`config.mk`:
```
export PLATFORM = sky130hd
export DESIGN_NAME = stratified_ring_bank_refresh
export DESIGN_NICKNAME = d
export VERILOG_FILES = /design/src/hdl/srb_pkg.sv /design/src/hdl/stratified_ring_bank_refresh.sv /design/src/hdl/srb_ram.sv
export SDC_FILE = /design/constraint.sdc
export NUM_CORES = 2
export LEC_CHECK = 0
export CORE_MARGIN = 2
export CORE_UTILIZATION = 45
export CTS_BUF_LIST = sky130_fd_sc_hd__clkbuf_4
export CTS_CLUSTER_SIZE = 16
export DETAILED_ROUTE_END_ITERATION = 8
export DONT_BUFFER_PORTS = 1
export PLACE_DENSITY_LB_ADDON = 0.05
export SLEW_MARGIN = 20
export SYNTH_ARGS = -nofsm -noshare
export SYNTH_HDL_FRONTEND = slang
export SYNTH_SLANG_ARGS = --single-unit
```
`constraint.sdc`:
```
create_clock -name clk -period 12.55 [get_ports clk]
set_clock_uncertainty 0.15 [all_clocks]
set_input_delay 1.255 -clock clk [delete_from_list [all_inputs] [get_ports clk]]
set_output_delay 1.255 -clock clk [all_outputs]
set_load 0.05 [all_outputs]
```
`src/hdl/srb_pkg.sv`:
```
`timescale 1ns / 1ps
// ----------------------------------------------------------------------------
// srb_pkg
// Shared types and constants of the stratified ring bank refresh block.
// ----------------------------------------------------------------------------
package srb_pkg;

	// Strata and per-stratum state geometry.
	localparam int NUM_STRATA = 3;
	localparam int ST_ENTRIES = 4;
	localparam int ST_AW      = 2;

	// Field widths.
	localparam int CAP_W   = 11;
	localparam int CUR_W   = 10;
	localparam int DEBT_W  = 27;
	localparam int FRAC_W  = 24;
	localparam int GRANT_W = 16;
	localparam int WORD_W  = 32;
	localparam int SLOT_W  = 10;
	localparam int SUM_W   = 12;
	localparam int IN_GOALS = 6;

	localparam logic [CAP_W-1:0] CAP_MAX = 11'd1024;

	// Request kinds carried on tuser.
	localparam logic REQ_OPEN = 1'b0;
	localparam logic REQ_CAND = 1'b1;

	// Configuration register indexes.
	localparam logic [1:0] CFG_CAP_OFF = 2'd0;
	localparam logic [1:0] CFG_CAP_DEF = 2'd1;
	localparam logic [1:0] CFG_CAP_RES = 2'd2;
	localparam logic [1:0] CFG_FRAC    = 2'd3;

	// Stratum code that selects no stratum.
	localparam logic [1:0] STRATUM_NONE = 2'd3;

	// Input word layout, lowest bit first.
	localparam int IN_SEL_LSB   = 0;
	localparam int IN_OFFER_LSB = 2;
	localparam int IN_STAMP_LSB = 18;
	localparam int IN_GOAL_LSB  = 50;
	localparam int IN_VAL_LSB   = 242;
	localparam int IN_PRES_BIT  = 274;
	localparam int IN_TDATA_W   = 280;
	localparam int OUT_TDATA_W  = 88;

	// One entry of the per-stratum state memory.
	typedef struct packed {
		logic [DEBT_W-1:0] debt;
		logic [CAP_W-1:0]  count;
		logic [CUR_W-1:0]  cursor;
	} strat_ent_t;

	// One result word without the bank fill, which is taken at load time.
	typedef struct packed {
		logic [CAP_W-1:0]   sfill;
		logic [WORD_W-1:0]  stored;
		logic [SLOT_W-1:0]  slot;
		logic               written;
		logic [GRANT_W-1:0] granted;
	} res_t;

	// Capacity as used: zero acts as one, anything above the maximum is clipped.
	function automatic logic [CAP_W-1:0] eff_cap(input logic [CAP_W-1:0] c);
		logic [CAP_W-1:0] r;
		r = c;
		if (c == '0) begin
			r = 11'd1;
		end else if (c > CAP_MAX) begin
			r = CAP_MAX;
		end
		return r;
	endfunction

endpackage

```
`src/hdl/stratified_ring_bank_refresh.sv`:
```
`timescale 1ns / 1ps
// ----------------------------------------------------------------------------
// stratified_ring_bank_refresh
// Three circular strata of goal slots refreshed by quota; candidates are
// written at the stratum cursor until the granted count is used up.
// ----------------------------------------------------------------------------
// Results load the output register from the read state for a dropped candidate
// or an open of no stratum, from the open state for an open and from the slot
// state for a stored one. A word is taken only when idle, after the last result
// is in the output register, after the state memory read-modify-write and the
// slot address reduction (reciprocal multiply). Reset restores the defaults of
// the configuration and clears cursors, counts, debts, but not the slot store.
module stratified_ring_bank_refresh
	import srb_pkg::*;
#(
	parameter int BANK_SIZE  = 1024,
	parameter int GOAL_WORDS = 6
) (
	input  logic                   clk,
	input  logic                   arst_n,
	// Input stream.
	input  logic                   s_axis_tvalid,
	output logic                   s_axis_tready,
	// tdata: stratum_sel, offered_count, iteration_stamp, goal_word_0..5,
	// value_bits, value_present, zero fill.
	input  logic [IN_TDATA_W-1:0]  s_axis_tdata,
	// tuser: req_type.
	input  logic                   s_axis_tuser,
	// Output stream.
	output logic                   m_axis_tvalid,
	input  logic                   m_axis_tready,
	// tdata: granted, written, slot_index, stored_value, stratum_fill,
	// bank_fill, zero fill.
	output logic [OUT_TDATA_W-1:0] m_axis_tdata,
	// Configuration write port.
	input  logic                   cfg_we,
	input  logic [1:0]             cfg_addr,
	input  logic [FRAC_W-1:0]      cfg_data
);

	localparam int AW     = $clog2(BANK_SIZE);
	localparam int ROW_W  = GOAL_WORDS * WORD_W + 2 * WORD_W;
	localparam longint unsigned RECIP_L = ((64'd1 << 32) + BANK_SIZE - 1) / BANK_SIZE;
	localparam logic [31:0] RECIP = 32'(RECIP_L);

	localparam logic [2:0] ST_IDLE = 3'd0;
	localparam logic [2:0] ST_READ = 3'd1;
	localparam logic [2:0] ST_OPEN = 3'd2;
	localparam logic [2:0] ST_QUOT = 3'd3;
	localparam logic [2:0] ST_SLOT = 3'd4;
	localparam logic [2:0] ST_PUT  = 3'd5;

	// Control state.
	logic [2:0]            state_q;
	logic [1:0]            open_q;
	logic [GRANT_W-1:0]    remain_q;
	logic [SUM_W-1:0]      total_q;
	logic [ST_ENTRIES-1:0] valid_q;
	logic                  m_valid_q;

	// Configuration.
	logic [CAP_W-1:0]  cap_q [0:NUM_STRATA-1];
	logic [FRAC_W-1:0] frac_q;

	// Accepted word.
	logic               req_q;
	logic [1:0]         sel_q;
	logic [GRANT_W-1:0] offered_q;
	logic [WORD_W-1:0]  stamp_q;
	logic [WORD_W-1:0]  goal_q [0:IN_GOALS-1];
	logic [WORD_W-1:0]  value_q;
	logic               present_q;

	// Stage registers.
	strat_ent_t         ent_s1;
	logic [34:0]        prod_s1;
	logic [SUM_W-1:0]   sum_s1;
	logic [CAP_W-1:0]   cnt_s1;
	logic [SUM_W-1:0]   q_s2;

	// Result holding and output registers.
	res_t               res_q;
	res_t               out_res_q;
	logic [CAP_W-1:0]   out_bank_q;

	// State memory signals.
	logic               st_we;
	logic [ST_AW-1:0]   st_raddr;
	strat_ent_t         st_wdata;
	strat_ent_t         st_rdata;
	strat_ent_t         ent;

	// Datapath signals.
	logic               accept;
	logic               out_free;
	logic [1:0]         cur_s;
	logic [CAP_W-1:0]   effc [0:NUM_STRATA-1];
	logic [CAP_W-1:0]   cap_c;
	logic [SUM_W-1:0]   off_c;
	logic               live;
	logic [CUR_W-1:0]   pos;
	logic [CAP_W-1:0]   pos1;
	logic [CUR_W-1:0]   new_cursor;
	logic [SUM_W-1:0]   cnt1;
	logic [CAP_W-1:0]   new_count;
	logic [35:0]        quota;
	logic [19:0]        whole;
	logic [GRANT_W-1:0] grant;
	logic [35:0]        rest;
	logic [DEBT_W-1:0]  limit;
	logic [DEBT_W-1:0]  debt_new;
	logic [43:0]        recip_prod;
	logic [29:0]        rem_w;
	logic [SUM_W-1:0]   slot12;
	logic [WORD_W-1:0]  val_clean;
	logic [ROW_W-1:0]   row;
	logic               row_we;
	logic [CAP_W-1:0]   bank_sat;
	res_t               fin;
	logic               fin_go;

	assign accept        = s_axis_tvalid && s_axis_tready;
	assign s_axis_tready = (state_q == ST_IDLE);
	assign out_free      = !m_valid_q || m_axis_tready;
	assign m_axis_tvalid = m_valid_q;
	assign m_axis_tdata  = {7'd0, out_bank_q, out_res_q};

	// Effective capacities and stratum offsets.
	always_comb begin
		for (int i = 0; i < NUM_STRATA; i++) begin
			effc[i] = eff_cap(cap_q[i]);
		end
	end

	assign cur_s = (req_q == REQ_OPEN) ? sel_q : open_q;

	always_comb begin
		case (cur_s)
			2'd0: begin
				cap_c = effc[0];
				off_c = '0;
			end
			2'd1: begin
				cap_c = effc[1];
				off_c = SUM_W'(effc[0]);
			end
			2'd2: begin
				cap_c = effc[2];
				off_c = SUM_W'(effc[0]) + SUM_W'(effc[1]);
			end
			default: begin
				cap_c = 11'd1;
				off_c = '0;
			end
		endcase
	end

	// Per-stratum state memory; an entry never written reads as zero.
	assign st_raddr = (s_axis_tuser == REQ_OPEN) ?
		s_axis_tdata[IN_SEL_LSB +: 2] : open_q;

	srb_ram #(
		.WIDTH($bits(strat_ent_t)),
		.DEPTH(ST_ENTRIES)
	) u_state_ram (
		.clk  (clk),
		.we   (st_we),
		.waddr(cur_s),
		.wdata(st_wdata),
		.raddr(st_raddr),
		.rdata(st_rdata)
	);

	assign ent = valid_q[cur_s] ? st_rdata : '0;

	// Candidate cursor and count update.
	assign live       = (cur_s != STRATUM_NONE) && (remain_q != '0);
	assign pos        = ({1'b0, ent.cursor} < cap_c) ? ent.cursor : '0;
	assign pos1       = {1'b0, pos} + 11'd1;
	assign new_cursor = (pos1 >= cap_c) ? '0 : pos1[CUR_W-1:0];
	assign cnt1       = {1'b0, ent.count} + 12'd1;
	assign new_count  = (cnt1 >= {1'b0, cap_c}) ? cap_c : cnt1[CAP_W-1:0];

	// Quota, grant and debt of an open.
	assign quota    = 36'(prod_s1) + 36'(ent_s1.debt);
	assign whole    = quota[35:16];
	assign grant    = (whole < {4'd0, offered_q}) ? whole[GRANT_W-1:0] : offered_q;
	assign rest     = quota - {4'd0, grant, 16'd0};
	assign limit    = {cap_c, 16'd0};
	assign debt_new = (rest < 36'(limit)) ? rest[DEBT_W-1:0] : limit;

	// Slot address reduction: quotient by reciprocal, then the remainder.
	assign recip_prod = 44'(sum_s1) * 44'(RECIP);
	assign rem_w      = 30'(sum_s1) - (30'(q_s2) * 30'(BANK_SIZE));
	assign slot12     = rem_w[SUM_W-1:0];

	// Value sanitizing: absent, NaN or infinite values become zero.
	assign val_clean = (!present_q || (value_q[30:23] == 8'hFF)) ? '0 : value_q;

	// Slot row: goal words, value, iteration stamp.
	genvar gw;
	for (gw = 0; gw < GOAL_WORDS; gw++) begin : g_row
		if (gw < IN_GOALS) begin : g_in
			assign row[gw*WORD_W +: WORD_W] = goal_q[gw];
		end else begin : g_zero
			assign row[gw*WORD_W +: WORD_W] = '0;
		end
	end
	assign row[GOAL_WORDS*WORD_W +: WORD_W]       = val_clean;
	assign row[(GOAL_WORDS+1)*WORD_W +: WORD_W]   = stamp_q;
	assign row_we = (state_q == ST_SLOT);

	srb_ram #(
		.WIDTH(ROW_W),
		.DEPTH(BANK_SIZE)
	) u_slot_ram (
		.clk  (clk),
		.we   (row_we),
		.waddr(AW'(slot12)),
		.wdata(row),
		.raddr('0),
		.rdata()
	);

	// State writes: candidate update in the read stage, debt update on open.
	always_comb begin
		st_we    = 1'b0;
		st_wdata = ent_s1;
		case (state_q)
			ST_READ: begin
				st_we           = (req_q == REQ_CAND) && live;
				st_wdata.debt   = ent.debt;
				st_wdata.count  = new_count;
				st_wdata.cursor = new_cursor;
			end
			ST_OPEN: begin
				st_we         = 1'b1;
				st_wdata.debt = debt_new;
			end
			default: begin
				st_we = 1'b0;
			end
		endcase
	end

	// Finished result of the current word.
	always_comb begin
		fin    = '0;
		fin_go = 1'b0;
		case (state_q)
			ST_READ: begin
				if (req_q == REQ_OPEN) begin
					fin_go = (sel_q == STRATUM_NONE);
				end else if (!live) begin
					fin_go = 1'b1;
					if (cur_s != STRATUM_NONE) begin
						fin.sfill = ent.count;
					end
				end
			end
			ST_OPEN: begin
				fin_go      = 1'b1;
				fin.granted = grant;
				fin.sfill   = ent_s1.count;
			end
			ST_SLOT: begin
				fin_go      = 1'b1;
				fin.written = 1'b1;
				fin.slot    = SLOT_W'(slot12);
				fin.stored  = val_clean;
				fin.sfill   = cnt_s1;
			end
			default: begin
				fin_go = 1'b0;
			end
		endcase
	end

	assign bank_sat = total_q[SUM_W-1] ? '1 : total_q[CAP_W-1:0];

	// Control registers and sequencing.
	always_ff @(posedge clk or negedge arst_n) begin
		if (!arst_n) begin
			state_q   <= ST_IDLE;
			open_q    <= '0;
			remain_q  <= '0;
			total_q   <= '0;
			valid_q   <= '0;
			m_valid_q <= 1'b0;
			cap_q[0]  <= 11'd256;
			cap_q[1]  <= 11'd256;
			cap_q[2]  <= 11'd512;
			frac_q    <= 24'd6554;
		end else begin
			// Configuration writes.
			if (cfg_we) begin
				case (cfg_addr)
					CFG_CAP_OFF: cap_q[0] <= cfg_data[CAP_W-1:0];
					CFG_CAP_DEF: cap_q[1] <= cfg_data[CAP_W-1:0];
					CFG_CAP_RES: cap_q[2] <= cfg_data[CAP_W-1:0];
					CFG_FRAC:    frac_q   <= cfg_data;
					default:     frac_q   <= frac_q;
				endcase
			end

			if (st_we) begin
				valid_q[cur_s] <= 1'b1;
			end

			// Output register handshake.
			if ((fin_go || (state_q == ST_PUT)) && out_free) begin
				m_valid_q <= 1'b1;
			end else if (m_axis_tready) begin
				m_valid_q <= 1'b0;
			end

			case (state_q)
				ST_IDLE: begin
					if (accept) begin
						state_q <= ST_READ;
					end
				end
				ST_READ: begin
					if (req_q == REQ_OPEN) begin
						open_q   <= sel_q;
						remain_q <= '0;
						if (sel_q != STRATUM_NONE) begin
							state_q <= ST_OPEN;
						end
					end else if (live) begin
						remain_q <= remain_q - 16'd1;
						total_q  <= total_q + SUM_W'(new_count) - SUM_W'(ent.count);
						state_q  <= ST_QUOT;
					end
					if (fin_go) begin
						state_q <= out_free ? ST_IDLE : ST_PUT;
					end
				end
				ST_OPEN: begin
					remain_q <= grant;
					state_q  <= out_free ? ST_IDLE : ST_PUT;
				end
				ST_QUOT: begin
					state_q <= ST_SLOT;
				end
				ST_SLOT: begin
					state_q <= out_free ? ST_IDLE : ST_PUT;
				end
				ST_PUT: begin
					if (out_free) begin
						state_q <= ST_IDLE;
					end
				end
				default: begin
					state_q <= ST_IDLE;
				end
			endcase
		end
	end

	// Payload and stage registers.
	always_ff @(posedge clk) begin
		if (accept) begin
			req_q     <= s_axis_tuser;
			sel_q     <= s_axis_tdata[IN_SEL_LSB +: 2];
			offered_q <= s_axis_tdata[IN_OFFER_LSB +: GRANT_W];
			stamp_q   <= s_axis_tdata[IN_STAMP_LSB +: WORD_W];
			value_q   <= s_axis_tdata[IN_VAL_LSB +: WORD_W];
			present_q <= s_axis_tdata[IN_PRES_BIT];
			for (int w = 0; w < IN_GOALS; w++) begin
				goal_q[w] <= s_axis_tdata[IN_GOAL_LSB + w*WORD_W +: WORD_W];
			end
		end

		// Read stage: capture the entry, the quota product and the slot sum.
		if (state_q == ST_READ) begin
			ent_s1  <= ent;
			prod_s1 <= 35'(frac_q) * 35'(cap_c);
			sum_s1  <= off_c + SUM_W'(pos);
			cnt_s1  <= new_count;
		end

		// Quotient stage.
		if (state_q == ST_QUOT) begin
			q_s2 <= recip_prod[43:32];
		end

		// Result holding and output load.
		if (fin_go) begin
			if (out_free) begin
				out_res_q  <= fin;
				out_bank_q <= bank_sat;
			end else begin
				res_q <= fin;
			end
		end else if ((state_q == ST_PUT) && out_free) begin
			out_res_q  <= res_q;
			out_bank_q <= bank_sat;
		end
	end

endmodule

```
`src/hdl/srb_ram.sv`:
```
`timescale 1ns / 1ps
// ----------------------------------------------------------------------------
// srb_ram
// Generic single-clock RAM with one write port and one registered read port.
// ----------------------------------------------------------------------------
module srb_ram #(
	parameter int WIDTH = 32,
	parameter int DEPTH = 4,
	localparam int AW = (DEPTH > 1) ? $clog2(DEPTH) : 1
) (
	input  logic             clk,
	input  logic             we,
	input  logic [AW-1:0]    waddr,
	input  logic [WIDTH-1:0] wdata,
	input  logic [AW-1:0]    raddr,
	output logic [WIDTH-1:0] rdata
);

	logic [WIDTH-1:0] mem [0:DEPTH-1];

	// Write port.
	always_ff @(posedge clk) begin
		if (we) begin
			mem[waddr] <= wdata;
		end
	end

	// Registered read port.
	always_ff @(posedge clk) begin
		rdata <= mem[raddr];
	end

endmodule

```
==> results by group <==
Placement
  – Post-DP Area: just under 40000 um2
  – Post-DP HPWL: about 73000 um
  – Routability cong.: 0.8926
  – Pre-CTS setup slack: ~1000 ps
  – Port bufs: 0

Timing
  – Fmax: 0.08650 GHz
  – Max_slew headroom: 0.2661
  – Final setup fails: 0
  – Min Tclk post-route: between 10000 and 15000 ps
  – Worst Slack Setup Final: ~990 ps
  – Tcrit/Tclk final: 0.9211
  – Post-Route Setup TNS: 0 ps
  – Unrepaired setup endpoints after global routing: false
  – Slew @ Worst Pin: ~1100 ps
  – Fin. max-slew vios: 0
  – Final Hold Fails: 0

Synth
  – Async SR Flop Fraction: 0.1480
  – Synthesized area: approximately 38000 um2
  – Post-Synthesis Cells: 3210
  – Avg Cell Area, Syn: between 10 and 15 um2
  – Register area share after synthesis: 0.4796
  – Total of warnings raised by yosys: 0
  – Synth unique cells: 81
  – Post-synth EDFFs: approximately 500
  – Top FF cell, synth: edfxtp_1
  – #FFs+latches synth: approximately 640

Floorplanning
  – Initial Util: 0.4561
  – Die Span X: around 300 um
  – Top Ports: roughly 400
  – Die H: just under 300 um
  – Core Box Area: between 80000 and 90000 um2
  – FP Rows: around 110
  – Die area: 87310 um2

Run status
  – Status: complete, no violations

Route
  – Wire per inst: between 20 and 25 um
  – Pre-antenna DRT Iters: 6
  – DRC violations left: 0
  – DRT Wirelength: slightly above 100000 um
  – Via density: around 5.6
  – Vias: 25564
  – ANT nets after route: 0
  – DRT iter0 DRCs: about 1800

Cells and area
  – Fin nets: 4051
  – Layout cell share with drive strength beyond 1: 0.1473
  – Layout Utilization: 0.5047
  – Area Growth Syn to Fin: 10.66%
  – Design area: 42310 um2

Clocking
  – Post-CTS Setup Repair Bufs: 0
  – CTS tree: yes
  – Clock root cell: clkbuf_4
  – Clock transition at the registers of the reported paths: around 100 ps
  – CTS H-tree lvls: 4
  – Clock Tree Buf Depth: 3
  – Num CTS Buffers: between 150 and 200
  – Total clock sinks: around 640
  – Skew-Pair Late Insertion Delay: around 1000 ps

Global routing
  – First-pass GRT wire length: approximately 160000 um
  – Antenna violations before repair: 4
  – Tot GR Track Use: 0.2377
  – Number of global-route vias before repair: ~27000
  – Largest net degree at the start of global routing: 96
  – Total grt overflow: 0

Critical path
  – CP required: between 10000 and 15000 ps
  – Crit-path max FO: 16
  – Critical Path Start Type: flop
  – Internal reg-to-reg setup slack: 990 ps
  – Endpoint class of the critical path: flop
  – Crit path DAT: ~12000 ps
  – Kind of critical path: reg -> reg
  – Crit-path slowest cell: or2_1
  – CP max stage delay: 580 ps

Hold path
  – Worst Hold Class: in -> reg

Run
  – Max-cap violation count: 0
==> what timing repair did <==
action                                  in CTS  in global routing
endpoints found under the setup margin       0                 72
endpoints found under the hold margin      128                  0
hold buffers                                35                  0
gates resized for setup                      0                  1
==> synthesized netlist by cell type (all sizes together), types with 7 or more instances <==
master | count | area [um2]
a211oi | 15 | 112.6
a21boi | 7 | 52.55
a21o | 107 | 803.3
a21oi | 139 | 695.7
a22oi | 52 | 390.4
a31oi | 19 | 118.9
and2 | 191 | 1195
and3 | 21 | 131.4
buf | 19 | 111.4
clkbuf | 126 | 473.0
dfrtp | 85 | 2127
dfstp | 10 | 262.8
dfxtp | 48 | 960.9
edfxtp | 499 | 14980
fa | 211 | 4224
ha | 207 | 2590
inv | 262 | 983.4
mux2 | 79 | 889.6
mux2i | 32 | 320.3
mux4 | 49 | 1104
nand2 | 306 | 1149
nand2b | 21 | 131.4
nand3 | 30 | 150.1
nand4 | 19 | 118.9
nor2 | 121 | 454.2
nor2b | 41 | 256.5
nor3 | 34 | 170.2
nor4 | 16 | 100.1
o211ai | 13 | 97.59
o21a | 18 | 135.1
o21ai | 150 | 750.7
o21bai | 24 | 180.2
o31ai | 18 | 135.1
or2 | 19 | 118.9
or3 | 14 | 92.59
xnor2 | 79 | 691.9
xor2 | 33 | 289.0
==> placed cells by master (no fill, tap or decap), types with 35 or more instances in the layout <==
cell type  netlist  layout
a21o_1         107     107
a21oi_1        139     134
a22oi_1         52      52
and2_1         190     185
buf_4            7      35
clkbuf_4         0     259
clkinv_1         0      42
dfrtp_1         85      85
dfxtp_1         48      48
edfxtp_1       499     499
fa_1           211     211
ha_1           207     207
inv_1          262     261
mux2_2          79      79
mux4_2          49      49
nand2_1        306     306
nor2_1         121     115
nor2b_1         41      40
o21ai_0        122     122
xnor2_1         79      79
==> flip-flops by register name (all words and copies together), names as in the netlist, 3 cells and up <==
register / cells
value_q: 32
frac_q: 24
valid_q: 4
prod_s1: 35
cnt_s1: 11
out_bank_q: 11
cap_q: 33
remain_q: 16
ent_s1: 48
state_q: 3
m_axis_tdata: 70
res_q: 70
offered_q: 16
sum_s1: 10
u_state_ram.mem: 192
u_state_ram.rdata: 48
total_q: 12
==> per-layer routing <==
layer,GRT usage,wire (um),vias up
li1,-,-,11727
met1,0.3127,44280,12844
met2,0.3786,48230,819
met3,0.05044,5852,172
met4,0.1082,3517,2
met5,0,13,-
==> path summary, 6_finish.rpt <==
path,to,depth (start not counted),from
worst max-delay path,u_state_ram.mem[1][30],47,prod_s1[14]
worst min-delay path,value_q[25],0,s_axis_tdata[267]
worst max register to register,u_state_ram.mem[1][30],47,prod_s1[14]
worst min register to register,valid_q[2],1,valid_q[2]
max in group asynchronous,total_q[5],2,arst_n
min in group asynchronous,frac_q[17],2,arst_n
==> logic make-up (layout without fill, tap and decap cells) <==
logic type | count (synthesis) | in the layout | share of synthesized area
simple gates | 850 | 850 | 0.1105
flops | 642 | 642 | 0.4796
compound gates | 619 | 619 | 0.1042
fa+ha+maj | 419 | 419 | 0.1785
buf+inv | 407 | 660 | 0.04101
mux | 160 | 160 | 0.06051
xor+xnor | 112 | 112 | 0.02566
other cells | 1 | 9 | 0.00009809
==> final cells by class <==
cell class	instances	area, um2
Antenna cell	2	5.005
Clock buffer	259	1944
Clock inverter	67	440.4
Fill cell	7517	41510
Inverter	262	985.9
Multi-Input combinational cell	2167	18500
Sequential cell	642	18340
Tap cell	1134	1419
Timing Repair Buffer	72	673.1
==> worst max-delay path: cells and delay by family (launching register included) <==
kind	cells	cell delay, ps
simple gates	14	3180
compound gates	21	4530
xor+xnor	2	580
buf+inv	2	320
fa+ha+maj	5	1500
mux	3	550
flops	1	430
==> stage by stage <==
step,instances,hold WS (ps)
2_1_floorplan,3216,283.7
3_3_place_gp,4240,295.6
3_5_place_dp,4240,311.4
4_1_cts,4601,2.988
5_1_grt,4605,45.60
6_report,4605,199.7
Power is not shown: default switching activity piles up to over one toggle a cycle in this logic, so the estimate is an artifact.
